--- config.mk ---
export PLATFORM = sky130hd
export DESIGN_NAME = ppu_regs_flat
export DESIGN_NICKNAME = d
export VERILOG_FILES = /design/src/design/ppu_pkg.sv /design/src/design/ppu_if.sv /design/src/design/ppu_regs.sv /design/src/flat_wrapper.sv
export SDC_FILE = /design/constraint.sdc
export NUM_CORES = 1
export LEC_CHECK = 0
export BUFFER_PORTS_ARGS = -buffer_cell sky130_fd_sc_hd__buf_2
export CAP_MARGIN = 5
export CORE_ASPECT_RATIO = 1.1
export CORE_MARGIN = 3
export CORE_UTILIZATION = 40
export DETAILED_ROUTE_END_ITERATION = 8
export PLACE_DENSITY = 0.72
export SYNTH_ARGS = -nofsm -noshare
export SYNTH_HDL_FRONTEND = slang
export SYNTH_SLANG_ARGS = --single-unit
--- constraint.sdc ---
create_clock -name i_clk -period 1.6 [get_ports i_clk]
set_clock_uncertainty 0.05 [all_clocks]
set_input_delay 0.08 -clock i_clk [delete_from_list [all_inputs] [get_ports i_clk]]
set_output_delay 0.08 -clock i_clk [all_outputs]
set_load 0.01 [all_outputs]
--- src/design/ppu_pkg.sv ---
// ----------------------------------------------------------------------------
// ppu_pkg: shared types and constants of the particle pool update block
// Register indexes, field widths and the request payload structures.
// ----------------------------------------------------------------------------
`default_nettype none
package ppu_pkg;

    localparam int CFG_IDX_W = 3;

    localparam logic [CFG_IDX_W-1:0] REG_START_COLOR = 3'd0;
    localparam logic [CFG_IDX_W-1:0] REG_END_COLOR   = 3'd1;
    localparam logic [CFG_IDX_W-1:0] REG_INV_LIFE    = 3'd2;
    localparam logic [CFG_IDX_W-1:0] REG_BASE_SPEED  = 3'd3;
    localparam logic [CFG_IDX_W-1:0] REG_SPEED_ACCEL = 3'd4;
    localparam logic [CFG_IDX_W-1:0] REG_EXT_FORCE   = 3'd5;
    localparam logic [CFG_IDX_W-1:0] REG_SIZE_RANGE  = 3'd6;
    localparam logic [CFG_IDX_W-1:0] REG_ROT_RATE    = 3'd7;

    localparam logic [31:0] ONE_Q16 = 32'd65536;

    typedef struct packed {
        logic [15:0]        tick_seconds;
        logic signed [31:0] pos_x;
        logic signed [31:0] pos_y;
        logic signed [31:0] vel_x;
        logic signed [31:0] vel_y;
        logic signed [31:0] rotation_deg;
        logic signed [31:0] life_left;
    } t_in;

    typedef struct packed {
        logic signed [31:0] new_pos_x;
        logic signed [31:0] new_pos_y;
        logic signed [31:0] out_vel_x;
        logic signed [31:0] out_vel_y;
        logic [15:0]        new_size;
        logic signed [31:0] new_rotation;
        logic signed [31:0] new_life;
        logic [31:0]        new_color;
    } t_out;

    typedef struct packed {
        logic [31:0] start_color;
        logic [31:0] end_color;
        logic [31:0] inv_max_life;
        logic [31:0] base_speed;
        logic [31:0] speed_accel;
        logic [31:0] external_force;
        logic [31:0] size_range;
        logic [31:0] rotation_rate;
    } t_cfg;

    // Blend of two 16-bit values by a 17-bit weight t (0..65536), floor.
    function automatic logic [15:0] blend16(input logic [15:0] a, input logic [15:0] b,
                                            input logic [16:0] t);
        logic [33:0] s;
        s = 34'(a) * 34'(17'h10000 - t) + 34'(b) * 34'(t);
        return s[31:16];
    endfunction

endpackage
`default_nettype wire

--- src/design/ppu_if.sv ---
// ----------------------------------------------------------------------------
// ppu_in_if / ppu_out_if / ppu_cfg_if: valid-ready channels of the block
// Each carries valid, ready and a payload, with source and sink views.
// ----------------------------------------------------------------------------
`default_nettype none


interface ppu_cfg_if;
    logic                            valid;
    logic                            ready;
    logic [ppu_pkg::CFG_IDX_W-1:0]   index;
    logic [31:0]                     wdata;
    modport source (output valid, output index, output wdata, input ready);
    modport sink   (input valid, input index, input wdata, output ready);
endinterface
`default_nettype wire

--- src/design/ppu_regs.sv ---
// ----------------------------------------------------------------------------
// ppu_regs: configuration register file
// Holds the eight setup registers; writes are always taken.
// ----------------------------------------------------------------------------
`default_nettype none
module ppu_regs (
    input  wire            i_clk,
    input  wire            i_rst_n,
    ppu_cfg_if.sink        cfg,
    output ppu_pkg::t_cfg  o_cfg
);
    ppu_pkg::t_cfg r_cfg;

    assign cfg.ready = 1'b1;
    assign o_cfg     = r_cfg;

    always_ff @(posedge i_clk) begin
        if (!i_rst_n) begin
            r_cfg.start_color    <= 32'hFFFF_FFFF;
            r_cfg.end_color      <= 32'd0;
            r_cfg.inv_max_life   <= ppu_pkg::ONE_Q16;
            r_cfg.base_speed     <= ppu_pkg::ONE_Q16;
            r_cfg.speed_accel    <= 32'd0;
            r_cfg.external_force <= 32'd0;
            r_cfg.size_range     <= 32'd0;
            r_cfg.rotation_rate  <= 32'd0;
        end else if (cfg.valid) begin
            unique case (cfg.index)
                ppu_pkg::REG_START_COLOR: r_cfg.start_color    <= cfg.wdata;
                ppu_pkg::REG_END_COLOR:   r_cfg.end_color      <= cfg.wdata;
                ppu_pkg::REG_INV_LIFE:    r_cfg.inv_max_life   <= cfg.wdata;
                ppu_pkg::REG_BASE_SPEED:  r_cfg.base_speed     <= cfg.wdata;
                ppu_pkg::REG_SPEED_ACCEL: r_cfg.speed_accel    <= cfg.wdata;
                ppu_pkg::REG_EXT_FORCE:   r_cfg.external_force <= cfg.wdata;
                ppu_pkg::REG_SIZE_RANGE:  r_cfg.size_range     <= cfg.wdata;
                ppu_pkg::REG_ROT_RATE:    r_cfg.rotation_rate  <= cfg.wdata;
                default: ;
            endcase
        end
    end
endmodule
`default_nettype wire

--- src/flat_wrapper.sv ---
// flat-port wrapper written by rule: the top's interface ports become plain ports
module ppu_regs_flat 
  (i_clk, i_rst_n, o_cfg, cfg_valid, cfg_index, cfg_wdata, cfg_ready);
  ppu_cfg_if cfg_i ();
  input  wire i_clk;
  input  wire i_rst_n;
  output ppu_pkg::t_cfg o_cfg;
  input wire logic [$bits(cfg_i.valid)-1:0] cfg_valid;
  input wire logic [$bits(cfg_i.index)-1:0] cfg_index;
  input wire logic [$bits(cfg_i.wdata)-1:0] cfg_wdata;
  output wire logic [$bits(cfg_i.ready)-1:0] cfg_ready;
  assign cfg_i.valid = cfg_valid;
  assign cfg_i.index = cfg_index;
  assign cfg_i.wdata = cfg_wdata;
  assign cfg_ready = cfg_i.ready;
  ppu_regs u_core (.i_clk(i_clk), .i_rst_n(i_rst_n), .cfg(cfg_i), .o_cfg(o_cfg));
endmodule
-- Word level (Yosys, flattened, before mapping)
Cells that the tools add are included.
- eq/ne operators: 7
- reduce and logical (&&, ||, !) cells: 9
- operators with widths (kind ; number):
    AND reduction 2 bit ; 8
    == test 3 bit, second input constant ; 4
    == test 3 x 2 -> 1 bit, second input constant ; 2
    == test 3 x 1 -> 1 bit, second input constant ; 1
    logical NOT 3 bit ; 1
- word-level logic and storage cells: 24
- register bits: 256
- output and inout port bits: 257
- bits of input ports: 38

-- Longest topological paths before layout
Gate-level depths: netlist of the first run.
- depth after elaboration: 2
- depth in mapped cells: 5
- mapped depth without buffers: 2

-- Worst setup path before layout of the first run
OpenSTA, ideal clock, no wires.
- kind: input port to flip-flop
- start point: input cfg_index[0]
- end point: register u_core.r_cfg, in the netlist u_core.o_cfg[225]
- slack: 0.447 ns
- data arrival time: 1.032 ns
- data required time: 1.478 ns
- cell stages on the path: 4
- path buffers: 2
- library setup time: 0.072 ns
- path through: buf_4 > nor4b_4 > buf_6 > mux2i_1
- cells in the longest elaborated chain, start to end: 2
- RTL lines (item ; RTL line ; RTL):
    start: declaration ; flat_wrapper.sv:9 ; input wire logic [$bits(cfg_i.index)-1:0] cfg_index;
    logical NOT 3 bit ; ppu_regs.sv:28 ; unique case (cfg.index)
    AND reduction 2 bit (no source line) ; n/a ;
    end: declaration ; ppu_regs.sv:12 ; ppu_pkg::t_cfg r_cfg;
No other way between the ends.
A chain may end at the register's enable or synchronous reset.

==> impl_metrics.toml, run 1 <==
[cells_and_area]
fillerInstances = 2038
multiInputGateArea_um2 = 4060
finalNetCount = 1273
n_antenna_cell = 0
area_growth_pct = 33.0
final_common_cell = "buf_2"
drive_above_1_share = 0.304
fin_area_um2 = 12700
largest_reg_flops = 256
ff_latch_area_um2 = 5120
final_cell_mix = "buf_2 (292), mux2i_1 (256), dfxtp_1 (256)"

[power_and_ir_drop]
seqPwrFrac = 0.479
p_sw_w = 0.00318
vdd_drop_max_v = 0.000658
powerDensity_nw_per_um2 = 1090
power_switching_share = 0.231
clkPwrFrac = 0.448
combPwrFrac = 0.073
leakage_nw = 6.53
intPower_w = 0.0106

[detailed_routing]
route.detailed.drc = 0
routedWlPerCell_um = 17.3
firstDrtPassIters = 4
viasPerCell = 4.79
drt_iter0_markers = 238
num_vias = 7450
wl_um = 26900
ant_nets = 0

[synth]
ys_types = 14
yosysSeqAreaShare = 0.538
syn_area_um2 = 9520
postSynthCellCount = 909
yosysWarnings = 0
synth_area_per_cell_um2 = 10.5
synth.net_count = 947
ys_seq_elements = 256

[die]
die_h_um = 168
rows = 58
core_um2 = 23100
start_util = 0.411
fp.dieW_um = 153
pin_count = 295
die_area_um2 = 25700

[timing]
finalCritPeriodShare = 0.851
grt_setup_unrepaired = "no"
final_max_slew_viol_count = 0
final.min_clock_period_ns = 1.36
setup_viol = 0
fmax_ghz = 0.734
finalHoldViolations = 0
tns_ns = 0
holdWs_ns = 0.111

[clock_tree]
cts_resized = 0
clk_latency_ns = 0.52
htreeDepth = 1
cts_tree = "built"
cts_sinks = 256
post_cts_buffers = 0
cts.clk_slew.worst_paths_ns = 0.06
clockRootBuffer = "clkbuf_16"
numCtsBuffers = 27
cts_buffer_depth = 3

[global_route]
grt_usage = 0.199
grt_pass1_vias = 7639
grt_overflow_total = 0
grt_max_degree = 53
antenna_found_initial = 0
grt_pass1_wl_um = 42100

[placement]
place_hpwl_um = 18700
io_buffers = 293
placed_area_um2 = 11400
gp_congestion = 0.795

[setup_path]
start_kind = "primary input"
required_ns = 1.99
crit_type = "in -> reg"
cp_max_fo = 52
arrival_ns = 1.75
critPathCaptureType = "flop"

[flow_run]
max_cap_violations = 0

[outcome]
status = "completed"

[min_path]
hold_class = "in -> reg"
## final cells by class
class,instances,share of cell area
sequential,256,0.405
multi-input combinational,586,0.321
timing repair buffer,364,0.174
clock buffer,37,0.0627
tap,300,0.0297
clock inverter,12,0.00801
## cells by family after synthesis
kind of cell	share of synthesized area
mux	0.269
buf+inv	0.0376
simple gates	0.154
other cells	0.000394
flops	0.538
## metrics by stage
step	total power, W	setup WS, ns	instances	util
2_1_floorplan	0.00726	0.447	909	-
3_3_place_gp	0.00765	0.258	1473	0.494
3_5_place_dp	0.00767	0.209	1473	0.494
4_1_cts	0.0139	0.104	1556	0.547
5_1_grt	0.0143	0.125	1555	0.547
6_report	0.0138	0.238	1555	0.547
## Yosys cell counts, drive strengths merged
cell type	n	area share
dfxtp	256	0.54
mux2i	256	0.27
nand2	254	0.10
nor2b	66	0.043
buf	40	0.027
clkbuf	27	0.011
nand4b	3	0.0028
and4bb	2	0.0026
nand4bb	2	0.0024
conb	1	0.00039
nand4	1	0.00066
nor4b	1	0.0025
## worst paths after layout
| check | endpoint | cells past startpoint | slack, ns | startpoint |
|---|---|---|---|---|
| worst max-delay path | u_core.o_cfg[133] | 6 | 0.24 | i_rst_n |
| worst min-delay path | u_core.o_cfg[242] | 4 | 0.11 | cfg_index[0] |
| worst max register to register | u_core.o_cfg[252] | 3 | 0.39 | u_core.o_cfg[252] |
| worst min register to register | u_core.o_cfg[209] | 2 | 0.40 | u_core.o_cfg[209] |
## what timing repair did
action / in CTS / in global routing
hold endpoints to repair: 176 / 0
hold buffers: 34 / 0
endpoints found under the setup margin: 0 / 1
## worst max-delay path: stages
cell           delay [ns]
dlygate4sd3_1        0.54
clkbuf_8             0.27
buf_12               0.26
buf_4                0.33
nand2_1              0.09
mux2i_1              0.15
## power groups by stage
stage | Combinational [W] | Sequential (W) | Clock (W)
after global routing | 0.00108 | 0.00660 | 0.00657
after floorplan | 0.000473 | 0.00679 | 0
after global placement | 0.000927 | 0.00673 | 0
after CTS | 0.00101 | 0.00659 | 0.00629
after detailed placement | 0.000941 | 0.00673 | 0
final | 0.00100 | 0.00659 | 0.00616
## metal layers
| layer | vias up | part of all wire | global-route usage |
|---|---|---|---|
| li1 | 3639 | - | - |
| met1 | 3517 | 0.42 | 0.240 |
| met2 | 254 | 0.49 | 0.350 |
| met3 | 40 | 0.074 | 0.0517 |
| met4 | 0 | 0.024 | 0.0601 |
| met5 | - | 0 | 0 |
Power figures use the tool's default switching activity.
==> run 2, diff against run 1 <==
MAX_ROUTING_LAYER = met4   (was default)
==> impl_metrics.toml, run 2 (synthesized netlist as in run 1, its figures left out) <==
[power_and_ir_drop]
powerDensity_nw_per_um2 = 1090
leakage_nw = 6.53
vdd_drop_max_v = 0.000660

[cells_and_area]
largest_reg_flops = 256
final_cell_mix = "buf_2 (292), mux2i_1 (256), dfxtp_1 (256)"
fin_area_um2 = 12700
final_common_cell = "buf_2"
finalNetCount = 1273
n_antenna_cell = 0
drive_above_1_share = 0.304
area_growth_pct = 33.0

[clock_tree]
cts_sinks = 256
htreeDepth = 1
numCtsBuffers = 27
clk_latency_ns = 0.52
cts_tree = "built"
clockRootBuffer = "clkbuf_16"
cts_buffer_depth = 3
cts.clk_slew.worst_paths_ns = 0.06

[die]
die_h_um = 168
start_util = 0.411
fp.dieW_um = 153
pin_count = 295
rows = 58
die_area_um2 = 25700
core_um2 = 23100

[global_route]
grt_pass1_vias = 7659
grt_overflow_total = 0
grt_usage = 0.205
grt_pass1_wl_um = 42100
antenna_found_initial = 0
grt_max_degree = 53

[detailed_routing]
routedWlPerCell_um = 17.3
ant_nets = 0
num_vias = 7470
firstDrtPassIters = 4
route.detailed.drc = 0
wl_um = 26800
viasPerCell = 4.80
drt_iter0_markers = 257

[timing]
tns_ns = 0
final.min_clock_period_ns = 1.36
final_max_slew_viol_count = 0
fmax_ghz = 0.736
finalHoldViolations = 0
grt_setup_unrepaired = "no"
finalCritPeriodShare = 0.849
setup_viol = 0

[placement]
place_hpwl_um = 18700
io_buffers = 293
placed_area_um2 = 11400
gp_congestion = 0.807

[setup_path]
arrival_ns = 1.75
rrSetupSlack_ns = 0.39
critPathCaptureType = "flop"
reg2reg_from = "u_core.o_cfg[252]"
start_kind = "primary input"
required_ns = 1.99
regToRegEndpoint = "u_core.o_cfg[252]"
ff2ff_path_depth = 3
crit_type = "in -> reg"
cp_max_fo = 52

[min_path]
whs_endpoint = "u_core.o_cfg[242]"
hold_depth = 4
worstHoldStart = "cfg_index[0]"
hold_class = "in -> reg"

[flow_run]
max_cap_violations = 0

[outcome]
status = "completed"
==> run 2: cell counts in the layout (fill, tap and decap cells not counted) <==
No cell type changed its count.
==> run 2: critical path, cell delays in order <==
cell and delay (ns):
dlygate4sd3_1 0.54, clkbuf_8 0.27, buf_12 0.25, buf_4 0.32, nand2_1 0.09, mux2i_1 0.15
==> run 2: worst max path at each step <==
stage | start | end | slack (ns) | cells past startpoint
finish | i_rst_n | u_core.o_cfg[133] | 0.24 | 6
global route | i_rst_n | u_core.o_cfg[71] | 0.12 | 6
CTS | i_rst_n | u_core.o_cfg[252] | 0.10 | 6
detailed placement | cfg_index[2] | u_core.o_cfg[198] | 0.21 | 4
global placement | cfg_index[2] | u_core.o_cfg[198] | 0.26 | 4
floorplan | cfg_index[0] | u_core.o_cfg[225] | 0.45 | 4
==> run 2: metal layers <==
metal	global-route usage	vias to the layer above	part of all wire
met5	-	-	0
met4	0.0601	0	0.024
met3	0.0424	40	0.067
met2	0.350	243	0.49
met1	0.246	3541	0.42
li1	-	3646	-
==> run 2: timing repair <==
action                                  CTS  global route
endpoints found under the hold margin   176             0
hold buffers                             34             0
buffers inserted                          0             0
endpoints found under the setup margin    0             1
resized for setup                         0             0
==> run 2: area by class of cell <==
class                      instances  area [µm²]
timing repair buffer             364        2210
multi-input combinational        586        4060
fill                            2038       10500
clock inverter                    12         101
sequential                       256        5120
clock buffer                      37         793
tap                              300         375
==> run 2: power by group <==
group          internal [W]  total, W  switching [W]
Sequential          0.00652   0.00659      0.0000752
Combinational      0.000426   0.00100       0.000574
Clock               0.00363   0.00616        0.00253
Total                0.0106    0.0138        0.00318
==> run 2: stage by stage <==
| stage | total power, W | util | setup WS (ns) | hold WS, ns | cells |
|---|---|---|---|---|---|
| after global routing | 0.0143 | 0.547 | 0.124 | 0.112 | 1555 |
| after floorplan | 0.00726 | - | 0.447 | 0.196 | 909 |
| after global placement | 0.00765 | 0.494 | 0.258 | 0.299 | 1473 |
| final | 0.0138 | 0.547 | 0.242 | 0.109 | 1555 |
| after CTS | 0.0139 | 0.547 | 0.104 | 0.0850 | 1556 |
| after detailed placement | 0.00767 | 0.494 | 0.209 | 0.311 | 1473 |
==> run 3, diff against run 2 <==
PLACE_DENSITY = 0.74   (was 0.72)
clock period = 1.12 ns   (was 1.6 ns; I/O delays follow)
==> impl_metrics.toml, run 3 (synthesized netlist as in run 1, its figures left out) <==
[outcome]
status = "completed"

[setup_path]
arrival_ns = 0.99
required_ns = 1.01
start_kind = "flop"
critPathCaptureType = "output port"
path_cells = "buf_6"
rrSetupSlack_ns = 0.38
critPathSlowestCell = "dfxtp_1"
reg2reg_from = "u_core.o_cfg[196]"
max_stage_delay_ns = 0.37
cp_max_fo = 2
critPathTopFamily = "flip-flops"
ff2ff_path_depth = 3
crit_type = "reg -> out"
regToRegEndpoint = "u_core.o_cfg[196]"
path_buf_inv = 1

[timing]
finalHoldViolations = 0
fmax_ghz = 0.911
final_max_slew_viol_count = 0
setup_viol = 0
holdWs_ns = 0.0308
finalCritPeriodShare = 0.981
final.min_clock_period_ns = 1.10

[power_and_ir_drop]
vdd_drop_max_v = 0.00101
power_switching_share = 0.227
powerDensity_nw_per_um2 = 1460
clkPwrFrac = 0.429
p_sw_w = 0.00435
combPwrFrac = 0.079
seqPwrFrac = 0.492
leakage_nw = 6.66
intPower_w = 0.0148

[detailed_routing]
firstDrtPassIters = 4
viasPerCell = 4.94
num_vias = 7651
routedWlPerCell_um = 17.7
drt_iter0_markers = 328
ant_nets = 0
route.detailed.drc = 0
wl_um = 27500

[min_path]
worstHoldStart = "i_rst_n"
hold_class = "in -> reg"
hold_depth = 4
whs_endpoint = "u_core.o_cfg[201]"

[clock_tree]
cts_tree = "built"
cts_buffer_depth = 3
cts.clk_slew.worst_paths_ns = 0.06
cts_sinks = 256
htreeDepth = 1
numCtsBuffers = 25
clockRootBuffer = "clkbuf_16"
clk_latency_ns = 0.52

[cells_and_area]
finalNetCount = 1272
final_common_cell = "mux2i_1"
n_antenna_cell = 0
area_growth_pct = 38.0
final_util = 0.568
drive_above_1_share = 0.443
final_cell_mix = "mux2i_1 (256), nand2_1 (254), buf_2 (244)"
fin_area_um2 = 13100
largest_reg_flops = 256

[global_route]
grt_max_degree = 46
antenna_found_initial = 0
grt_usage = 0.205
grt_overflow_total = 0
grt_pass1_wl_um = 41900
grt_pass1_vias = 7625

[die]
fp.dieW_um = 153
die_area_um2 = 25700
core_um2 = 23100
die_h_um = 168
rows = 58
start_util = 0.411
pin_count = 295

[placement]
io_buffers = 293
placed_area_um2 = 11600
gp_congestion = 0.831
place_hpwl_um = 18800

[flow_run]
max_cap_violations = 0
[run 3: cell count changes in the layout (fill, tap and decap cells not counted)]
| cell | previous run | this run |
|---|---|---|
| dlygate4sd3_1 | 34 | 32 |
| buf_12 | 9 | 18 |
| buf_6 | 0 | 29 |
| dfxtp_1 | 256 | 79 |
| clkinvlp_4 | 2 | 1 |
| clkinv_4 | 3 | 0 |
| dfxtp_2 | 0 | 177 |
| clkbuf_1 | 2 | 4 |
| buf_2 | 292 | 244 |
| buf_4 | 28 | 41 |
| clkbuf_16 | 27 | 25 |
| clkinv_2 | 6 | 4 |
[run 3: power groups by stage]
| stage | Sequential [W] | Clock (W) | Combinational (W) |
|---|---|---|---|
| floorplan | 0.00970 | 0 | 0.000677 |
| global placement | 0.00961 | 0 | 0.00136 |
| detailed placement | 0.00961 | 0 | 0.00138 |
| CTS | 0.00942 | 0.00838 | 0.00148 |
| global route | 0.00946 | 0.00878 | 0.00162 |
| finish | 0.00945 | 0.00824 | 0.00151 |
[run 3: how the worst max path moves through the flow]
stage,to,from,depth (start not counted),slack [ns]
after CTS,o_cfg[103],u_core.o_cfg[103],1,0.0003
after detailed placement,u_core.o_cfg[235],cfg_index[0],4,-0.1
after global routing,o_cfg[83],u_core.o_cfg[83],1,-0.008
after global placement,u_core.o_cfg[237],cfg_index[0],4,-0.06
final,o_cfg[83],u_core.o_cfg[83],1,0.02
after floorplan,u_core.o_cfg[225],cfg_index[0],4,0.007
[run 3: metal layers]
metal / share of wire / track usage / wire length [µm] / up-vias
met3: 0.070 / 0.0432 / 1920 / 48
met1: 0.42 / 0.247 / 11400 / 3702
li1: - / - / - / 3640
met2: 0.49 / 0.351 / 13500 / 261
met5: 0 / - / 0 / -
met4: 0.021 / 0.0531 / 563 / 0
[run 3: area by class of cell]
class	count	area, µm²
clock buffers	37	751
clock inverters	6	57.6
fillers	1959	10000
multi-input cells	586	4060
flip-flops and latches	256	5350
well taps	300	375
repair buffers	365	2550
[run 3: worst reg2reg max path: cells and delay by family, from the launching register on]
kind | cells | cell delay [ns]
buf+inv | 1 | 0.12
flops | 1 | 0.32
mux | 1 | 0.06
simple gates | 1 | 0.06
[run 3: per-stage QoR]
step | cells | power [W] | setup slack, ns | setup TNS [ns]
6_report | 1550 | 0.0192 | 0.0217 | 0
5_1_grt | 1550 | 0.0199 | -0.00808 | -0.0256
4_1_cts | 1549 | 0.0193 | 0.000272 | 0
3_5_place_dp | 1474 | 0.0110 | -0.0976 | -5.10
3_3_place_gp | 1474 | 0.0110 | -0.0638 | -1.65
2_1_floorplan | 909 | 0.0104 | 0.00661 | 0
[run 3: what timing repair did]
action | in CTS | in global routing
hold endpoints to repair | 210 | 0
cloned | 0 | 0
hold buffers | 32 | 0
setup endpoints to repair | 49 | 153
setup buffers | 0 | 1
gates resized for setup | 53 | 174
